`src/rtl/gb5_pkg.sv`:
```
// Shared types and constants for the 5x5 lower-region blur.
// No dependencies.
package gb5_pkg;
	localparam int NUM_REGS = 8;
	localparam logic [2:0] REG_WIDTH  = 3'd0;
	localparam logic [2:0] REG_HEIGHT = 3'd1;
	localparam logic [2:0] REG_C0     = 3'd2;
	localparam logic [2:0] REG_C1     = 3'd3;
	localparam logic [2:0] REG_C2     = 3'd4;
	localparam logic [2:0] REG_C3     = 3'd5;
	localparam logic [2:0] REG_C4     = 3'd6;
	localparam logic [2:0] REG_C5     = 3'd7;
	localparam logic FUNC_PIXEL = 1'b0;
	localparam logic FUNC_FLUSH = 1'b1;

	// control that travels down the pipeline with each item
	typedef struct packed {
		logic       vld;
		logic       blur;
		logic       border;
		logic       last;
	} ctl_t;

	// class of tap (r,c) in the 5x5 window
	function automatic logic [2:0] tap_class(input int r, input int c);
		int dr, dc;
		dr = (r >= 2) ? r - 2 : 2 - r;
		dc = (c >= 2) ? c - 2 : 2 - c;
		if (dr > dc) begin
			dr = dr + dc; dc = dr - dc; dr = dr - dc;
		end
		if (dr == 0 && dc == 0) return 3'd0;
		if (dr == 0 && dc == 1) return 3'd1;
		if (dr == 1 && dc == 1) return 3'd2;
		if (dr == 0 && dc == 2) return 3'd3;
		if (dr == 1 && dc == 2) return 3'd4;
		return 3'd5;
	endfunction
endpackage

```
`src/rtl/gb5_cell.sv`:
```
// One tap cell of the window chain: holds a pixel, multiplies it by a weight.
// Depends on gb5_pkg.
module gb5_cell import gb5_pkg::*; #(
	parameter int CB = 16
) (
	input  logic              clk,
	input  logic              en,
	input  logic              shift,
	input  logic [4*CB-1:0]   pix_in,
	output logic [4*CB-1:0]   pix_q,
	input  logic [15:0]       coef,
	output logic [3*(CB+16)-1:0] prod_s1
);
	always_ff @(posedge clk) begin
		if (en && shift) pix_q <= pix_in;
	end
	// products of the current tap; registered once
	always_ff @(posedge clk) begin
		if (en) begin
			for (int ch = 0; ch < 3; ch++)
				prod_s1[ch*(CB+16) +: CB+16] <= pix_q[ch*CB +: CB] * coef;
		end
	end
endmodule

```
`config.mk`:
```
export PLATFORM = sky130hd
export DESIGN_NAME = gb5_cell
export DESIGN_NICKNAME = d
export VERILOG_FILES = /design/src/rtl/gb5_pkg.sv /design/src/rtl/gb5_cell.sv
export SDC_FILE = /design/constraint.sdc
export NUM_CORES = 2
export LEC_CHECK = 0
export BUFFER_PORTS_ARGS = -buffer_cell sky130_fd_sc_hd__buf_2
export CAP_MARGIN = 20
export CORE_MARGIN = 10
export CORE_UTILIZATION = 60
export CTS_CLUSTER_DIAMETER = 80
export CTS_CLUSTER_SIZE = 20
export DETAILED_ROUTE_END_ITERATION = 7
export GPL_TIMING_DRIVEN = 0
export PLACE_DENSITY_LB_ADDON = 0.2
export SKIP_LAST_GASP = 1
export SYNTH_ARGS = -nofsm -noshare
export SYNTH_HDL_FRONTEND = slang
export SYNTH_SLANG_ARGS = --single-unit
```
`constraint.sdc`:
```
create_clock -name clk -period 8.2 [get_ports clk]
set_input_delay 0.82 -clock clk [delete_from_list [all_inputs] [get_ports clk]]
set_output_delay 0.82 -clock clk [all_outputs]
set_load 0.005 [all_outputs]
```
# --- After elaboration in Yosys (flattened, before gate mapping) ---
# Index checks and enable logic that the tools add are counted.
word_totals:
  out_inout_bits: 160
  wordCells: 6
  ff_bits: 160
op_classes:
  n_reduce_logical: 1
  multipliers: 3
ops:
  columns: ["operator", "n"]
  rows:
  - ["multiplier 16 x 16 -> 32 bit", 3]
  - ["logical AND 1 bit", 1]

# --- Depth between registers and ports, before layout ---
depth:
  word_depth: 1
  ltp_mapped: 23
  mapped_depth_nobuf: 21

# --- Worst setup path before layout ---
# No wires, ideal clock.
synth_path:
  path_kind: "input -> register"
  startpoint: "input coef[1]"
  endpoint: "register prod_s1[29] (data pin)"
  t_arrival_ps: 6130
  setup_slack_ps: 1812
  stages: 20
  cell_sequence: "clkbuf_1 clkbuf_1 nand2_1 fa_1 fa_1 fa_1 fa_1 inv_1 fa_1 inv_1 fa_1 inv_1 ha_1 a41oi_1 nor2b_1 a311o_4 a211oi_4 o21ai_2 a211oi_2 xnor2_1"
synth_via:
  elab_chain_cells: 1
synth_lines:
  columns: ["element", "line", "source"]
  rows:
  - ["start, declared", "gb5_cell.sv:11", "input logic [15:0] coef,"]
  - ["multiplier 16 x 16 -> 32 bit", "gb5_cell.sv:21", "prod_s1[ch*(CB+16) +: CB+16] <= pix_q[ch*CB +: CB] * coef;"]
  - ["end signal, assigned by index", "gb5_cell.sv:21", null]
  - ["end, declared", "gb5_cell.sv:12", "output logic [3*(CB+16)-1:0] prod_s1"]
# No other way between the ends.
# A chain may end at the register's enable or synchronous reset.

# --- Worst setup path in the final report ---
layout_path:
  startpoint: "input coef[9]"
  endpoint: "register prod_s1[94] (data pin)"
# Same word-level chain as after synthesis.

==> impl_metrics.env <==
export IMPL_maxCapViolations=0
export IMPL_synth_top_area_share_pct=37.86
export IMPL_setup_viol=0
export IMPL_die_w_um=246.5
export IMPL_finalHoldViolations=0
export IMPL_fin_setup_tns_ns=0
export IMPL_synth_ff_type="edfxtp_1"
export IMPL_clk_latency_ns=0.52
export IMPL_routedWlPerCell_um=21.75
export IMPL_vias=23380
export IMPL_drive_above_1_share_pct=8.148
export IMPL_cts_buffers=17
export IMPL_die_area_um2=60750
export IMPL_critPathArrivalTime_ns=8.06
export IMPL_worstHoldPathCells=1
export IMPL_slew_violations=0
export IMPL_die_h_um=246.5
export IMPL_hold_path_class="in2reg"
export IMPL_worstHoldEndpoint="pix_q[25]"
export IMPL_gp_congestion=0.9709
export IMPL_period_share_pct=94.02
export IMPL_r2r_end="prod_s1[94]"
export IMPL_drtIter0Drc=1785
export IMPL_firstDrtPassIters=7
export IMPL_postSynthCellCount=3200
export IMPL_drc=0
export IMPL_final_common_cell="inv_1"
export IMPL_grtUsageTotal_pct=30.56
export IMPL_fin_nets=4425
export IMPL_clock_skew_ns=0.02141
export IMPL_dp_hpwl_mm=72.87
export IMPL_path_common_cell="fa_1"
export IMPL_clock_path_buffers=2
export IMPL_final_util_pct=66.15
export IMPL_syn2layout_area_growth_pct=8.506
export IMPL_grt_pass1_wl_mm=140.3
export IMPL_synth_edf_count=160
export IMPL_min_from="pix_in[25]"
export IMPL_grt_pass1_vias=25120
export IMPL_cts_tree="yes"
export IMPL_fin_cells=4136
export IMPL_crit_required_ns=8.55
export IMPL_numPortBuffers=226
export IMPL_fp_coreArea_um2=50480
export IMPL_rsz0062_at_grt="false"
export IMPL_layout_common_cells="685 x inv_1, 582 x fa_1, 457 x nand2_1"
export IMPL_fin_crit_ns=7.710
export IMPL_cts_resized=0
export IMPL_synth_seq_cells=160
export IMPL_htreeDepth=4
export IMPL_slew_headroom_pct=18.01
export IMPL_clock_sinks=160
export IMPL_synth_area_leaders="fa_1 38%, edfxtp_1 16%, ha_1 13%"
export IMPL_max_stage_delay_ns=0.88
export IMPL_status="complete, no violations"
export IMPL_synth_top_area_cell="fa_1"
export IMPL_end_kind="flop"
export IMPL_crit_chain="clkbuf_1 > clkbuf_1 > nand2_1 > fa_1 > fa_1 > inv_1 > fa_1 > fa_1 > fa_1 > inv_1 > fa_1 > inv_1 > ha_1 > clkbuf_1 > nand4_1 > or3_1 > a211oi_1 > o21ai_0 > and3_1 > nor3_1"
export IMPL_ios=243
export IMPL_num_fill_cells=4127
export IMPL_critical_path_class="in2reg"
export IMPL_syn_avg_cell_area_um2=9.616
export IMPL_vias_per_cell=5.654
export IMPL_critPathMaxFanout=10
export IMPL_yosysWarnings=0
export IMPL_ant_nets=0
export IMPL_ys_seq_area_share_pct=15.61
export IMPL_antenna_found_initial=6
export IMPL_ff_latch_area_um2=4805
export IMPL_synth_area_um2=30770
export IMPL_postCtsHoldBufs=0
export IMPL_dpl_cell_count=4100
export IMPL_cp_start_kind="input pin"
export IMPL_clockRootBuffer="clkbuf_16"
export IMPL_grt_max_degree=55
export IMPL_critPathSlowestCell="clkbuf_1"
export IMPL_fmax_ghz=0.1297
export IMPL_ys_types=71
export IMPL_multi_input_area_um2=22830
export IMPL_start_util_pct=60.96
export IMPL_ys_async_sr_fraction_pct=0
export IMPL_r2r_cells=19
export IMPL_r2r_start="pix_q[40]"
export IMPL_r2r_setup_slack_ns=1.08
export IMPL_overflow=0
export IMPL_rows=82
export IMPL_tightestPinTransition_ns=1.230
export IMPL_cts_reportedPaths_clkPinSlew_ns=0.08
export IMPL_cts_setup_buffers=0
export IMPL_wirelength_mm=89.95
export IMPL_synth_nets=4177
-- synthesized netlist by cell type (all sizes together), types with 14 or more instances --
cell type  count
nand3         14
inv          685
a21o          47
nand2        458
fa           582
o21ai         43
ha           312
xnor2         53
nand4         16
xor2          26
clkbuf       148
edfxtp       160
nor2          48
and3          16
a21oi         88
and2         365
-- worst max-delay path, delay by kind of cell --
family,cells,cell delay [ns]
fa+ha+maj,7,3.26
buf+inv,6,1.98
simple gates,5,1.23
compound gates,2,0.73
-- flip-flops by register name (all words and copies together) (netlist names) --
name and count:
prod_s1 96, pix_q 64
-- kinds of logic (layout without fill, tap and decap cells) --
| logic type | after synthesis | count (layout) | share of synthesized area [%] |
|---|---|---|---|
| other | 0 | 3 | 0 |
| XOR/XNOR | 79 | 79 | 2.249 |
| AO/OA/AOI/OAI | 265 | 265 | 5.823 |
| adder cells (fa/ha/maj) | 894 | 894 | 50.55 |
| buffers and inverters | 835 | 1096 | 10.19 |
| multiplexers | 1 | 1 | 0.03253 |
| flip-flops | 160 | 160 | 15.61 |
| AND/OR/NAND/NOR | 966 | 966 | 15.54 |
-- layer usage --
metal	vias to the layer above	wire, um	GRT usage (%)
met4	0	3708	14.00
met5	-	0	0
met2	1019	43770	50.65
met1	11880	34270	37.58
li1	10260	-	-
met3	218	8198	6.957
-- how the worst max path moves through the flow --
stage | from | endpoint | cells after the start
after floorplan | coef[1] | prod_s1[29] | 20
after global placement | coef[2] | prod_s1[30] | 20
after detailed placement | coef[2] | prod_s1[30] | 20
after CTS | coef[2] | prod_s1[30] | 20
after global routing | coef[2] | prod_s1[30] | 20
final | coef[9] | prod_s1[94] | 20
-- stage by stage --
stage                     area (um2)  hold slack, ns  setup WS, ns
after floorplan                30770          0.6415         1.812
after global placement         32740          0.7829        0.2339
after detailed placement       32800          0.7812        0.1567
after CTS                      33370          0.4387        0.6783
after global routing           33380          0.4675        0.2131
final                          33390          0.4725        0.4905
-- cell type report --
class	instances	area share (%)
flip-flops and latches	160	14.39
well taps	672	2.518
plain buffers	150	1.690
repair buffers	229	3.571
multi-input cells	2205	68.39
inverters	685	7.701
clock inverters	15	0.4459
diodes	3	0.02248
clock buffers	17	1.274
Power is not shown: default switching activity piles up to over one toggle a cycle in this logic, so the estimate is an artifact.
